[src/rtl/core/nrte_pkg.sv]
package nrte_pkg;

    // Sentence scanner phase
    typedef enum logic [2:0] {
        PH_IDLE,
        PH_JUNK,
        PH_START,
        PH_PAYLOAD,
        PH_HEX,
        PH_TRAIL
    } phase_t;

    // Verdict codes on the result channel
    typedef enum logic [2:0] {
        REJ_OK        = 3'd0,
        REJ_CKSUM     = 3'd1,
        REJ_HEADER    = 3'd2,
        REJ_STATUS    = 3'd3,
        REJ_MALFORMED = 3'd4
    } reject_t;

    localparam logic [7:0] CH_DOLLAR = 8'h24;
    localparam logic [7:0] CH_STAR   = 8'h2A;
    localparam logic [7:0] CH_COMMA  = 8'h2C;
    localparam logic [7:0] CH_A      = 8'h41;
    localparam logic [7:0] CH_NUL    = 8'h00;
    localparam logic [7:0] CH_CR     = 8'h0D;
    localparam logic [7:0] CH_LF     = 8'h0A;
    localparam logic [7:0] CH_SPACE  = 8'h20;
    localparam logic [7:0] CH_TAB    = 8'h09;

    localparam logic [4:0] TZ_RESET  = 5'd8;
    localparam logic [4:0] HOURS_DAY = 5'd24;

    // Verdict of one finished sentence plus the UTC time it carried
    typedef struct packed {
        logic       fire;
        reject_t    code;
        logic [4:0] hour;
        logic [5:0] minute;
        logic [5:0] second;
    } parse_res_t;

    // Expected header text "$GPRMC", by character position
    function automatic logic [7:0] hdr_char(input logic [2:0] pos);
        logic [7:0] c;
        unique case (pos)
            3'd0:    c = 8'h24;
            3'd1:    c = 8'h47;
            3'd2:    c = 8'h50;
            3'd3:    c = 8'h52;
            3'd4:    c = 8'h4D;
            3'd5:    c = 8'h43;
            default: c = 8'h00;
        endcase
        return c;
    endfunction

    function automatic logic is_hex(input logic [7:0] c);
        return (c >= 8'h30 && c <= 8'h39) || (c >= 8'h61 && c <= 8'h66) ||
               (c >= 8'h41 && c <= 8'h46);
    endfunction

    function automatic logic [3:0] hex_val(input logic [7:0] c);
        logic [3:0] v;
        if (c >= 8'h30 && c <= 8'h39)
            v = 4'(c - 8'h30);
        else if (c >= 8'h61 && c <= 8'h66)
            v = 4'(c - 8'h57);
        else
            v = 4'(c - 8'h37);
        return v;
    endfunction

    // Two decimal digits to a binary value (0..99 for valid digits)
    function automatic logic [6:0] dec2(input logic [3:0] d1, input logic [3:0] d0);
        return 7'(7'(d1) * 7'd10 + 7'(d0));
    endfunction

endpackage

[src/rtl/core/nrte_parser.sv]
module nrte_parser (
    input  logic                clk,
    input  logic                rst_n,
    input  logic                step_en,
    input  logic [7:0]          char_in,
    output nrte_pkg::parse_res_t res
);
    import nrte_pkg::*;

    phase_t      phase_reg, phase_next;
    logic [7:0]  xor_reg, xor_next;
    logic [15:0] cks_reg, cks_next;
    logic [2:0]  dcnt_reg, dcnt_next;
    logic [1:0]  fnum_reg, fnum_next;
    logic [2:0]  fpos_reg, fpos_next;
    logic        hmis_reg, hmis_next;
    logic        stat_reg, stat_next;
    logic        malf_reg, malf_next;
    logic [3:0]  dig_reg [6];
    logic [3:0]  dig_next [6];

    logic        is_ws;
    logic [6:0]  hh, mm, ss;
    logic        digits_bad;
    reject_t     fin_code;

    assign is_ws = (char_in == CH_CR) || (char_in == CH_LF) ||
                   (char_in == CH_SPACE) || (char_in == CH_TAB);

    // Time digits of field 1 as binary values
    assign hh = dec2(dig_reg[0], dig_reg[1]);
    assign mm = dec2(dig_reg[2], dig_reg[3]);
    assign ss = dec2(dig_reg[4], dig_reg[5]);

    always_comb
    begin
        digits_bad = 1'b0;
        for (int k = 0; k < 6; k++)
        begin
            if (dig_reg[k] > 4'd9)
                digits_bad = 1'b1;
        end
    end

    // Verdict on the sentence ending now, checks in priority order
    always_comb
    begin
        if (phase_reg == PH_JUNK || malf_reg || phase_reg == PH_START ||
            phase_reg == PH_PAYLOAD || (phase_reg == PH_HEX && dcnt_reg == 3'd0))
            fin_code = REJ_MALFORMED;
        else if (cks_reg != {8'h00, xor_reg})
            fin_code = REJ_CKSUM;
        else if (hmis_reg || (fnum_reg == 2'd0 && fpos_reg < 3'd6))
            fin_code = REJ_HEADER;
        else if (!(fnum_reg == 2'd3 || (fnum_reg == 2'd2 && fpos_reg != 3'd0)))
            fin_code = REJ_MALFORMED;
        else if (!stat_reg)
            fin_code = REJ_STATUS;
        else if (digits_bad || hh > 7'd23 || mm > 7'd59 || ss > 7'd59)
            fin_code = REJ_MALFORMED;
        else
            fin_code = REJ_OK;
    end

    // Result toward the time keeper
    always_comb
    begin
        res.fire   = step_en && is_ws && (phase_reg != PH_IDLE);
        res.code   = fin_code;
        res.hour   = hh[4:0];
        res.minute = mm[5:0];
        res.second = ss[5:0];
    end

    // Scanner next state
    always_comb
    begin
        phase_next = phase_reg;
        xor_next   = xor_reg;
        cks_next   = cks_reg;
        dcnt_next  = dcnt_reg;
        fnum_next  = fnum_reg;
        fpos_next  = fpos_reg;
        hmis_next  = hmis_reg;
        stat_next  = stat_reg;
        malf_next  = malf_reg;
        for (int k = 0; k < 6; k++)
            dig_next[k] = dig_reg[k];

        if (step_en)
        begin
            if (is_ws)
            begin
                phase_next = PH_IDLE;
            end
            else if (phase_reg == PH_IDLE)
            begin
                if (char_in == CH_DOLLAR)
                begin
                    phase_next = PH_START;
                    xor_next   = 8'h00;
                    cks_next   = 16'h0000;
                    dcnt_next  = 3'd0;
                    fnum_next  = 2'd0;
                    fpos_next  = 3'd1;
                    hmis_next  = 1'b0;
                    stat_next  = 1'b0;
                    malf_next  = 1'b0;
                    for (int k = 0; k < 6; k++)
                        dig_next[k] = 4'hF;
                end
                else
                begin
                    phase_next = PH_JUNK;
                end
            end
            else if (phase_reg != PH_JUNK)
            begin
                if (char_in == CH_NUL)
                    malf_next = 1'b1;

                // checksum section
                unique case (phase_reg)
                    PH_START:
                    begin
                        if (char_in == CH_STAR)
                        begin
                            malf_next  = 1'b1;
                            phase_next = PH_HEX;
                        end
                        else
                        begin
                            xor_next   = xor_reg ^ char_in;
                            phase_next = PH_PAYLOAD;
                        end
                    end
                    PH_PAYLOAD:
                    begin
                        if (char_in == CH_STAR)
                            phase_next = PH_HEX;
                        else
                            xor_next = xor_reg ^ char_in;
                    end
                    PH_HEX:
                    begin
                        if (is_hex(char_in))
                        begin
                            if (cks_reg > 16'h0FFF)
                                cks_next = 16'hFFFF;
                            else
                                cks_next = {cks_reg[11:0], hex_val(char_in)};
                            if (dcnt_reg < 3'd7)
                                dcnt_next = dcnt_reg + 3'd1;
                        end
                        else
                        begin
                            if (dcnt_reg == 3'd0)
                                malf_next = 1'b1;
                            phase_next = PH_TRAIL;
                        end
                    end
                    default:
                    begin
                    end
                endcase

                // comma field tracking, empty fields collapse
                if (char_in == CH_COMMA)
                begin
                    if (fpos_reg != 3'd0)
                    begin
                        if (fnum_reg == 2'd0 && fpos_reg < 3'd6)
                            hmis_next = 1'b1;
                        if (fnum_reg < 2'd3)
                            fnum_next = fnum_reg + 2'd1;
                        fpos_next = 3'd0;
                    end
                end
                else
                begin
                    if (fnum_reg == 2'd0)
                    begin
                        if (fpos_reg >= 3'd6 || char_in != hdr_char(fpos_reg))
                            hmis_next = 1'b1;
                    end
                    else if (fnum_reg == 2'd1 && fpos_reg < 3'd6)
                    begin
                        for (int k = 0; k < 6; k++)
                        begin
                            if (fpos_reg == 3'(k))
                                dig_next[k] = (char_in >= 8'h30 && char_in <= 8'h39) ?
                                              char_in[3:0] : 4'hF;
                        end
                    end
                    else if (fnum_reg == 2'd2 && fpos_reg == 3'd0)
                    begin
                        stat_next = (char_in == CH_A);
                    end
                    if (fpos_reg < 3'd7)
                        fpos_next = fpos_reg + 3'd1;
                end
            end
        end
    end

    always_ff @(posedge clk or negedge rst_n)
    begin
        if (!rst_n)
        begin
            phase_reg <= PH_IDLE;
            xor_reg   <= 8'h00;
            cks_reg   <= 16'h0000;
            dcnt_reg  <= 3'd0;
            fnum_reg  <= 2'd0;
            fpos_reg  <= 3'd0;
            hmis_reg  <= 1'b0;
            stat_reg  <= 1'b0;
            malf_reg  <= 1'b0;
            for (int k = 0; k < 6; k++)
                dig_reg[k] <= 4'h0;
        end
        else
        begin
            phase_reg <= phase_next;
            xor_reg   <= xor_next;
            cks_reg   <= cks_next;
            dcnt_reg  <= dcnt_next;
            fnum_reg  <= fnum_next;
            fpos_reg  <= fpos_next;
            hmis_reg  <= hmis_next;
            stat_reg  <= stat_next;
            malf_reg  <= malf_next;
            for (int k = 0; k < 6; k++)
                dig_reg[k] <= dig_next[k];
        end
    end

endmodule

[src/rtl/core/nrte_clock.sv]
module nrte_clock (
    input  logic                clk,
    input  logic                rst_n,
    input  nrte_pkg::parse_res_t res,
    input  logic [4:0]          tz_hours,
    output logic                held_next,
    output logic [4:0]          hour_next,
    output logic [5:0]          minute_next,
    output logic [5:0]          second_next
);
    import nrte_pkg::*;

    logic       held_reg;
    logic [4:0] hour_reg;
    logic [5:0] minute_reg, second_reg;
    logic [4:0] tz_adj;
    logic [5:0] hour_sum;
    logic [4:0] local_hr;
    logic       take;

    // Offset reduced to 0..23, then one wrap of the sum
    assign tz_adj   = (tz_hours >= HOURS_DAY) ? 5'(tz_hours - HOURS_DAY) : tz_hours;
    assign hour_sum = 6'(res.hour) + 6'(tz_adj);
    assign local_hr = (hour_sum >= 6'(HOURS_DAY)) ? 5'(hour_sum - 6'(HOURS_DAY))
                                                 : hour_sum[4:0];
    assign take     = res.fire && (res.code == REJ_OK);

    // Latest accepted time, old value kept on a rejected sentence
    always_comb
    begin
        held_next   = held_reg;
        hour_next   = hour_reg;
        minute_next = minute_reg;
        second_next = second_reg;
        if (take)
        begin
            held_next   = 1'b1;
            hour_next   = local_hr;
            minute_next = res.minute;
            second_next = res.second;
        end
    end

    always_ff @(posedge clk or negedge rst_n)
    begin
        if (!rst_n)
        begin
            held_reg   <= 1'b0;
            hour_reg   <= 5'd0;
            minute_reg <= 6'd0;
            second_reg <= 6'd0;
        end
        else
        begin
            held_reg   <= held_next;
            hour_reg   <= hour_next;
            minute_reg <= minute_next;
            second_reg <= second_next;
        end
    end

endmodule

[src/rtl/core/nmea_rmc_time_extractor.sv]
// A character beat reaches its result beat through the input register and then the result register.
// Throughput: one character per cycle when the result is not stalled; scanner state updates once per character.
// A character ending a sentence yields one result beat; others yield none.
// Stall: the input register holds while an unaccepted result blocks the result register.
// Reset (rst_n low, async): scanner idle, no time held, offset 8 hours.
module nmea_rmc_time_extractor (
    input  logic       clk,
    input  logic       rst_n,
    input  logic       cfg_valid,
    output logic       cfg_ready,
    input  logic [4:0] tz_offset_hours,
    input  logic       in_valid,
    output logic       in_ready,
    input  logic [7:0] char_byte,
    output logic       out_valid,
    input  logic       out_ready,
    output logic       sentence_valid,
    output logic [2:0] reject_code,
    output logic       time_held,
    output logic [4:0] local_hour,
    output logic [5:0] local_minute,
    output logic [5:0] local_second
);
    import nrte_pkg::*;

    logic       tz_we;
    logic [4:0] tz_val_reg;
    logic       in_vld_reg;
    logic [7:0] char_reg;
    logic       advance, step_en;
    parse_res_t res;
    logic       held_next;
    logic [4:0] hour_next;
    logic [5:0] minute_next, second_next;

    logic       out_vld_reg;
    logic       sv_reg;
    logic [2:0] code_reg;
    logic       held_reg;
    logic [4:0] hour_reg;
    logic [5:0] minute_reg, second_reg;

    assign tz_we     = cfg_valid;
    assign cfg_ready = 1'b1;

    // Offset register
    always_ff @(posedge clk or negedge rst_n)
    begin
        if (!rst_n)
            tz_val_reg <= TZ_RESET;
        else if (tz_we)
            tz_val_reg <= tz_offset_hours;
    end

    // Stage handshake
    assign advance  = !out_vld_reg || out_ready;
    assign step_en  = in_vld_reg && advance;
    assign in_ready = !in_vld_reg || advance;

    // Input register
    always_ff @(posedge clk or negedge rst_n)
    begin
        if (!rst_n)
            in_vld_reg <= 1'b0;
        else if (in_ready)
            in_vld_reg <= in_valid;
    end

    always_ff @(posedge clk)
    begin
        if (in_valid && in_ready)
            char_reg <= char_byte;
    end

    nrte_parser u_parser (
        .clk     (clk),
        .rst_n   (rst_n),
        .step_en (step_en),
        .char_in (char_reg),
        .res     (res)
    );

    nrte_clock u_clock (
        .clk         (clk),
        .rst_n       (rst_n),
        .res         (res),
        .tz_hours    (tz_val_reg),
        .held_next   (held_next),
        .hour_next   (hour_next),
        .minute_next (minute_next),
        .second_next (second_next)
    );

    // Result register
    always_ff @(posedge clk or negedge rst_n)
    begin
        if (!rst_n)
            out_vld_reg <= 1'b0;
        else if (advance)
            out_vld_reg <= res.fire;
    end

    always_ff @(posedge clk)
    begin
        if (advance && res.fire)
        begin
            sv_reg     <= (res.code == REJ_OK);
            code_reg   <= res.code;
            held_reg   <= held_next;
            hour_reg   <= hour_next;
            minute_reg <= minute_next;
            second_reg <= second_next;
        end
    end

    assign out_valid      = out_vld_reg;
    assign sentence_valid = sv_reg;
    assign reject_code    = code_reg;
    assign time_held      = held_reg;
    assign local_hour     = hour_reg;
    assign local_minute   = minute_reg;
    assign local_second   = second_reg;

endmodule

[config.mk]
export PLATFORM = sky130hd
export DESIGN_NAME = nmea_rmc_time_extractor
export DESIGN_NICKNAME = d
export VERILOG_FILES = /design/src/rtl/core/nrte_pkg.sv /design/src/rtl/core/nrte_parser.sv /design/src/rtl/core/nrte_clock.sv /design/src/rtl/core/nmea_rmc_time_extractor.sv
export SDC_FILE = /design/constraint.sdc
export NUM_CORES = 1
export LEC_CHECK = 0
export ABC_AREA = 1
export BUFFER_PORTS_ARGS = -buffer_cell sky130_fd_sc_hd__buf_2
export CORE_MARGIN = 4
export CORE_UTILIZATION = 40
export CTS_CLUSTER_SIZE = 24
export DETAILED_ROUTE_END_ITERATION = 10
export PLACE_DENSITY = 0.64
export SETUP_SLACK_MARGIN = 0.15
export SLEW_MARGIN = 20
export SYNTH_ARGS = -nofsm -noshare
export SYNTH_HDL_FRONTEND = slang
export SYNTH_SLANG_ARGS = --single-unit
[constraint.sdc]
create_clock -name clk -period 8.6 [get_ports clk]
set_input_delay 0.43 -clock clk [delete_from_list [all_inputs] [get_ports clk]]
set_output_delay 0.43 -clock clk [all_outputs]
set_load 0.03 [all_outputs]
==> qor.yml, run 1 <==
run_status:
  run_status: "complete, no violations"
yosys:
  post_syn_area_mm2: 0.006840
  synth_top_flop_cell: "sky130_fd_sc_hd__dfrtp_1"
  synth_nets: 871
  async_reset_ff_share_pct: 74.36
  synth_enable_flop_cells: 30
  synth_unique_cells: 50
  yosys_register_bits: 117
  syn-mean-instance-area_um2: 8.487
  syn_inst: 806
  yosys_warnings: 0
  synth_sequential_area_ratio_pct: 45.02
clock_network:
  root_buffer: "sky130_fd_sc_hd__clkbuf_16"
  post_cts_resized: 0
  cts_max_level: 4
  cts_max_path_buffers: 2
  holdBufCountCts: 1
  worstSkewPairLatency_ns: 0.42
  cts.clk_slew.worst_paths_ns: 0.06
  cts.sink_count: 117
  cts_setup_buffers: 0
  total_cts_buffers: 17
  clock_tree_from_tritoncts: "done"
floorplanning:
  floorplan.initialDensity_pct: 41.10
  core_region_area_mm2: 0.01664
  floorplan.die.width_um: 138.8
  die_area_mm2: 0.01926
  placement_rows: 47
  die_y_um: 138.8
  io_pins: 43
layout:
  number_of_flip_flops_in_the_largest_register: 24
  layout.nets: 920
  fillers: 1605
  finalNonFillerCells: 1088
  proportion_of_layout_cells_with_a_drive_suffix_above_1_pct: 15.55
  antenna_cells_inserted: 0
  areaGrowthSynthToFinish_pct: 15.22
timing:
  worst-slew-pin-transition_ns: 0.9939
  fmaxAchievable_mhz: 325.0
  fin_tns_setup_ns: 0
  timing.clock.skew_ns: 0.007538
  finalHoldViolations: 0
  finalMaxSlewViolations: 0
  layout_worst_path_cycle_share_pct: 35.78
  period_minus_slack_ns: 3.077
  timing.hold.ws_ns: 0.1845
  setup_viol: 0
  rsz0062_at_grt: "no"
  slew_headroom_pct: 33.23
global_route:
  grt.total_usage_pct: 16.09
  grt_pass1_vias: 5218
  grt_antenna_before_repair: 0
  grt_first_pass_wirelength_um: 25650
  grt.overflow.total: 0
  grt_start_max_net_pins: 73
critical_path:
  critPathCaptureType: "flip-flop"
  setup.worst_path.start_class: "flip-flop"
  reg2reg_depth: 15
  worst-endpoint-arrival_ns: 3.36
  critPathKind: "flip-flop to flip-flop"
  timing.critical_path.fanout_max: 17
  worst_ep_required_time_ns: 8.88
detailed_routing:
  detail_route.wl_per_cell_um: 13.53
  detail_route.vias_per_cell: 4.930
  dr.first_iter.drc_count: 299
  drc: 0
  drt_first_pass_iters: 5
  vias: 5364
  antenna_violating_nets_post_route: 0
  route.final.wire_length_um: 14720
power_and_ir_drop:
  peakVddDrop_mv: 0.1796
  share_comb_of_total_power_pct: 44.4
  power_frac_seq_pct: 29.3
  power.share.clock_pct: 26.4
  power-per-cell-area_mw_per_mm2: 362.5
  p_leak_nw: 3.852
  cell_internal_pwr_mw: 1.669
  netSwitchingPower_mw: 1.189
  sw_frac_of_total_pct: 41.60
run:
  max_cap_violations: 0
placed_design:
  dpl.hpwl_um: 10670
  post-place-cells: 1055
  number_of_buffers_inserted_by_port_buffering: 41
  globalplace.congestion: 0.9233
worst_hold_path:
  hold_path_depth: 1
  worstHoldPathType: "primary input to flip-flop"
-- cells in the final DEF, fill, tap and decap left out, drive strengths merged, types with 7 or more instances in the layout --
| cell | Yosys | routed |
|---|---|---|
| nor3 | 12 | 12 |
| nand2 | 226 | 226 |
| nor2 | 66 | 66 |
| ha | 40 | 40 |
| clkbuf | 3 | 17 |
| xor2 | 10 | 10 |
| edfxtp | 30 | 30 |
| nand3 | 49 | 49 |
| inv | 102 | 104 |
| o21ai | 95 | 95 |
| a21oi | 25 | 25 |
| clkinv | 2 | 10 |
| xnor2 | 11 | 11 |
| nand4 | 7 | 7 |
| fa | 7 | 7 |
| dfrtp | 86 | 86 |
| buf | 10 | 42 |
-- synthesized netlist by cell type, drive strengths merged, types with 2 or more instances --
cell | number | area share (%)
clkinv | 2 | 0.13
nor2 | 66 | 4.5
nor3b | 3 | 0.40
xor2 | 10 | 1.3
mux2 | 3 | 0.49
o31ai | 4 | 0.44
fa | 7 | 2.0
nand3 | 49 | 4.0
nand2 | 226 | 13
ha | 40 | 7.3
clkbuf | 3 | 0.16
a21oi | 25 | 2.3
inv | 102 | 5.7
edfxtp | 30 | 13
o21ai | 95 | 7.3
a31oi | 3 | 0.27
nor3 | 12 | 1.0
nand3b | 2 | 0.22
xnor2 | 11 | 1.4
buf | 10 | 1.1
dfrtp | 86 | 31
nand4 | 7 | 0.95
and2 | 3 | 0.27
-- critical path, cell delays in order, from the launching register on --
cell	delay, ns
sky130_fd_sc_hd__dfrtp_1	0.43
sky130_fd_sc_hd__ha_1	0.32
sky130_fd_sc_hd__ha_1	0.19
sky130_fd_sc_hd__inv_1	0.07
sky130_fd_sc_hd__fa_1	0.45
sky130_fd_sc_hd__nor2_1	0.15
sky130_fd_sc_hd__nand3b_1	0.14
sky130_fd_sc_hd__nand2_1	0.10
sky130_fd_sc_hd__nand2_1	0.05
sky130_fd_sc_hd__nand2_1	0.04
sky130_fd_sc_hd__o21ai_0	0.08
sky130_fd_sc_hd__nor2_1	0.16
sky130_fd_sc_hd__nand4_2	0.16
sky130_fd_sc_hd__nor2_4	0.39
sky130_fd_sc_hd__nand2_1	0.12
sky130_fd_sc_hd__nand2_1	0.10
-- power groups by stage --
| stage | registers [mW] | logic (mW) | clock network [mW] |
|---|---|---|---|
| after floorplan | 0.808 | 1.03 | 0 |
| after global placement | 0.841 | 1.26 | 0 |
| after detailed placement | 0.843 | 1.27 | 0 |
| after CTS | 0.836 | 1.28 | 0.768 |
| after global routing | 0.858 | 1.49 | 0.798 |
| final | 0.836 | 1.27 | 0.753 |
-- layer usage --
layer  track usage [%]  wire, um  vias to the layer above
met5                 0         0                        -
met4             3.811       125                        0
met3             4.207       582                       14
met2             26.36      7100                      104
met1             21.51      6917                     2511
li1                  -         -                     2735
-- metrics by stage --
step           util, %  area (um2)  power [mW]  setup WS (ns)
3_5_place_dp     43.52        7242       2.115          5.546
2_1_floorplan        -        6840       1.836          5.841
3_3_place_gp     43.52        7242       2.100          5.583
6_report         47.36        7881       2.857          5.523
4_1_cts          47.36        7881       2.885          5.488
5_1_grt          47.36        7881       3.143          5.173
-- path summary, 6_finish.rpt --
check	start	end	slack, ns
worst max-delay path	u_parser.dig_reg[13]	local_hour[2]	5.52
worst min-delay path	char_byte[5]	char_reg[5]	0.18
worst max register to register	u_parser.dig_reg[13]	local_hour[2]	5.52
worst min register to register	u_clock.held_reg	u_clock.held_reg	0.47
max in group asynchronous	rst_n	u_parser.cks_reg[10]	7.03
min in group asynchronous	rst_n	u_clock.hour_reg[2]	0.40
-- final cells by class --
class | instances | area, um2 | area share [%]
Tap cell | 220 | 275.3 | 3.493
Sequential cell | 117 | 3079 | 39.07
Clock inverter | 15 | 203.9 | 2.588
Multi-Input combinational cell | 572 | 3276 | 41.56
Inverter | 104 | 396.6 | 5.033
Timing Repair Buffer | 43 | 225.2 | 2.858
Clock buffer | 17 | 425.4 | 5.398
-- logic make-up (layout without fill, tap and decap cells) --
group                      Yosys count  count (layout)  share of synthesized area [%]
and+or+nand+nor                    370             370                          24.53
AOI/OAI and AO/OA                  130             130                          10.76
DFF                                117             117                          45.02
buffers and inverters              117             179                          7.097
adders and majority gates           47              47                          9.365
xor gates and xnor gates            21              21                          2.689
muxes                                3               3                         0.4938
other                                1               1                        0.05482
(Power assumes the default switching activity.)
==> run 2: changes to the inputs <==
--- a/config.mk
+++ b/config.mk
@@ -5,13 +5,13 @@
 export SDC_FILE = /design/constraint.sdc
 export NUM_CORES = 1
 export LEC_CHECK = 0
-export ABC_AREA = 1
+export ABC_AREA = 0
 export BUFFER_PORTS_ARGS = -buffer_cell sky130_fd_sc_hd__buf_2
 export CORE_MARGIN = 4
 export CORE_UTILIZATION = 40
 export CTS_CLUSTER_SIZE = 24
 export DETAILED_ROUTE_END_ITERATION = 10
-export PLACE_DENSITY = 0.64
+export PLACE_DENSITY = 0.67
 export SETUP_SLACK_MARGIN = 0.15
 export SLEW_MARGIN = 20
 export SYNTH_ARGS = -nofsm -noshare
==> constraint.sdc (replaced) <==
create_clock -name clk -period 2.6 [get_ports clk]
set_input_delay 0.13 -clock clk [delete_from_list [all_inputs] [get_ports clk]]
set_output_delay 0.13 -clock clk [all_outputs]
set_load 0.03 [all_outputs]
==> qor.yml, run 2 <==
power_and_ir_drop:
  sw_frac_of_total_pct: 37.71  # -3.9 points
  netSwitchingPower_mw: 4.556  # +280%
  power_mw: 12.08  # +320%
  peakVddDrop_mv: 1.064  # +490%
  power_frac_seq_pct: 20.7  # -8.6 points
  power.share.clock_pct: 19.1  # -7.3 points
  cell_internal_pwr_mw: 7.526  # +350%
  share_comb_of_total_power_pct: 60.2  # +16 points
  p_leak_nw: 4.308  # +12%
  power-per-cell-area_mw_per_mm2: 1270  # +250%
yosys:
  synth_nets: 676  # -22%
  synth_sequential_area_ratio_pct: 46.71  # +1.7 points
  post_syn_area_mm2: 0.006593  # -3.6%
  synth_unique_cells: 70  # +40%
  synth_top_flop_cell: "sky130_fd_sc_hd__dfrtp_1"
  yosys_warnings: 0  # unchanged
  yosys_register_bits: 117  # unchanged
  synth.most_common_cell: "sky130_fd_sc_hd__dfrtp_1"
  syn-mean-instance-area_um2: 10.79  # +27%
  synth.top_cells.by_count: "86 x sky130_fd_sc_hd__dfrtp_1, 54 x sky130_fd_sc_hd__nand2_1, 43 x sky130_fd_sc_hd__inv_1"
  netlist.top_cell.by_area: "sky130_fd_sc_hd__dfrtp_1"
  synth_enable_flop_cells: 30  # unchanged
  synth_top_area_share_pct: 32.64  # +1.2 points
  async_reset_ff_share_pct: 74.36  # unchanged
  syn_inst: 611  # -24%
  post_synth_main_area_contributors: "sky130_fd_sc_hd__dfrtp_1 33%, sky130_fd_sc_hd__edfxtp_1 14%, sky130_fd_sc_hd__ha_1 7.6%, sky130_fd_sc_hd__mux2_2 6.3%, sky130_fd_sc_hd__xor2_1 3.5%"
global_route:
  grt_pass1_vias: 5729  # +9.8%
  grt_first_pass_wirelength_um: 27680  # +7.9%
  grt_antenna_before_repair: 0  # unchanged
  grt.total_usage_pct: 19.06  # +3.0 points
  grt.overflow.total: 0  # unchanged
  grt_start_max_net_pins: 49  # -33%
layout:
  number_of_flip_flops_in_the_largest_register: 24  # unchanged
  fillers: 1305  # -19%
  layout_commonest_cell: "sky130_fd_sc_hd__buf_4"
  antenna_cells_inserted: 0  # unchanged
  finalCoreUtilization_pct: 59.45  # +12 points
  post-route-cell-area_mm2: 0.009513  # +21%
  most-common-layout-cells: "141 x sky130_fd_sc_hd__buf_4, 86 x sky130_fd_sc_hd__dfrtp_1, 46 x sky130_fd_sc_hd__nand2_1"
  area_taken_by_multi_input_logic_gates_mm2: 0.003790  # +16%
  proportion_of_layout_cells_with_a_drive_suffix_above_1_pct: 41.67  # +26 points
  layout.nets: 892  # -3.0%
  areaGrowthSynthToFinish_pct: 44.30
  register_area_mm2: 0.003079  # unchanged
detailed_routing:
  dr.first_iter.drc_count: 325  # +8.7%
  vias: 5541  # +3.3%
  drt_first_pass_iters: 5  # unchanged
  route.final.wire_length_um: 18240  # +24%
  detail_route.vias_per_cell: 5.247  # +6.4%
  antenna_violating_nets_post_route: 0  # unchanged
  drc: 0  # unchanged
  detail_route.wl_per_cell_um: 17.27  # +28%
clock_network:
  cts_max_path_buffers: 2  # unchanged
  worstSkewPairLatency_ns: 0.42  # about the same
  total_cts_buffers: 17  # unchanged
  clock_tree_from_tritoncts: "done"
  cts.clk_slew.worst_paths_ns: 0.05  # about the same
  cts_max_level: 4  # unchanged
  cts.sink_count: 117  # unchanged
  root_buffer: "sky130_fd_sc_hd__clkbuf_16"
placed_design:
  dpl.hpwl_um: 12040  # +13%
  placed_area_mm2: 0.008093  # +12%
  globalplace.congestion: 0.9230  # about the same
  number_of_buffers_inserted_by_port_buffering: 41  # unchanged
critical_path:
  worst-endpoint-arrival_ns: 3.31  # -0.05 ns
  timing.critical_path.fanout_max: 7  # -10
  critPathKind: "flip-flop to flip-flop"
  critPathCaptureType: "flip-flop"
  setup.worst_path.start_class: "flip-flop"
  worst_ep_required_time_ns: 2.77  # -6.11 ns
floorplanning:
  die_y_um: 136.4  # -1.7%
  floorplan.die.width_um: 136.4  # -1.7%
  io_pins: 43  # unchanged
  core_region_area_mm2: 0.01600  # -3.9%
  floorplan.initialDensity_pct: 41.20  # +0.10 points
  placement_rows: 46  # -2.1%
  die_area_mm2: 0.01860  # -3.4%
timing:
  period_minus_slack_ns: 3.144  # +0.06707 ns
  timing.clock.skew_ns: 0.008493  # +0.0009558 ns
  timing.hold.ws_ns: 0.02898  # -0.1555 ns
  worst-slew-pin-transition_ns: 0.6588  # -0.3350 ns
  setup_ws_ns: -0.5444  # -6.067 ns
  finalHoldViolations: 0  # unchanged
  rsz0062_at_grt: "yes"
  layout_worst_path_cycle_share_pct: 120.9  # +85 points
  finalMaxSlewViolations: 0  # unchanged
  fin_tns_setup_ns: -17.32  # -17.32 ns
  fmaxAchievable_mhz: 318.0  # -2.1%
  slew_headroom_pct: 55.97  # +23 points
  setup_viol: 42  # +42
worst_hold_path:
  worstHoldPathType: "primary input to flip-flop"
run_status:
  run_status: "complete, but fails checks"
  violations: "negative setup slack"
run:
  max_cap_violations: 0  # unchanged
## run 2: changes by cell type after synthesis, sizes merged, moves of 12 or more
cell,delta
nand2,-172
inv,-59
o21ai,-57
mux2,+38
nand3,-35
nor2,-24
xor2,+16
nor2b,+12
## run 2: timing repair
| item | in CTS | in global routing |
|---|---|---|
| cloned | 0 | 6 |
| hold buffers | 15 | 0 |
| buffers inserted | 5 | 14 |
| pin swaps | 5 | 31 |
| resized for setup | 42 | 91 |
| endpoints found under the hold margin | 59 | 0 |
| setup endpoints to repair | 83 | 107 |
## run 2: worst paths after layout
path                            cells after the start           startpoint  slack (ns)                  end
worst max-delay path                               12  u_parser.dig_reg[7]       -0.54        local_hour[1]
worst min-delay path                                3            out_ready        0.03           in_vld_reg
worst max register to register                     12  u_parser.dig_reg[7]       -0.54        local_hour[1]
worst min register to register                      1     u_clock.held_reg        0.47     u_clock.held_reg
max in group asynchronous                           3                rst_n        1.57  u_parser.dig_reg[5]
min in group asynchronous                           2                rst_n        0.28        tz_val_reg[2]
## run 2: cell type report
| class | count | share of cell area [%] |
|---|---|---|
| multi-input combinational | 433 | 39.84 |
| clock buffer | 21 | 4.630 |
| tap | 216 | 2.841 |
| inverter | 44 | 1.736 |
| timing repair buffer | 214 | 17.15 |
| sequential | 117 | 32.37 |
| clock inverter | 11 | 1.434 |
## run 2: cells by family (layout without fill, tap and decap cells)
family,count (synthesis),after routing,synth area share [%]
compound gates,113,113,11.46
xor+xnor,38,38,5.257
simple gates,183,184,14.33
flops,117,117,46.71
mux,50,50,8.598
other cells,1,1,0.05688
buf+inv,62,290,3.871
fa+ha+maj,47,47,9.717
## run 2: routing by layer
metal  share of wire (%)  routed length [um]  vias to the layer above  global-route usage [%]
met5                   0                   0                        -                       0
met4                 1.4                 253                        0                   6.831
met3                 3.9                 706                       23                   4.885
met2                  54                9777                      145                   33.93
met1                  41                7498                     2757                   22.13
li1                    -                   -                     2616                       -
## run 2: critical path, stage by stage, from the launching register on
cell,delay (ns)
sky130_fd_sc_hd__dfrtp_1,0.38
sky130_fd_sc_hd__ha_1,0.29
sky130_fd_sc_hd__ha_2,0.16
sky130_fd_sc_hd__inv_2,0.04
sky130_fd_sc_hd__fa_2,0.39
sky130_fd_sc_hd__xnor2_2,0.16
sky130_fd_sc_hd__or2_4,0.23
sky130_fd_sc_hd__mux2i_1,0.17
sky130_fd_sc_hd__o22ai_2,0.12
sky130_fd_sc_hd__nor4_4,0.29
sky130_fd_sc_hd__buf_4,0.19
sky130_fd_sc_hd__clkbuf_16,0.15
sky130_fd_sc_hd__mux2_4,0.30
## run 2: power by group through the flow
stage	combinational [mW]	sequential [mW]	clock, mW
6_report	7.27	2.51	2.31
5_1_grt	7.90	2.55	2.45
4_1_cts	6.85	2.50	2.34
3_5_place_dp	6.43	2.53	0
3_3_place_gp	6.11	2.51	0
2_1_floorplan	3.78	2.54	0
## run 2: metrics by stage
stage / setup WS (ns) / cells
final: -0.5444 / 1056
after global routing: -0.6591 / 1056
after CTS: -0.4759 / 1036
after detailed placement: -0.5728 / 984
after global placement: -0.3823 / 984
after floorplan: -0.5829 / 611
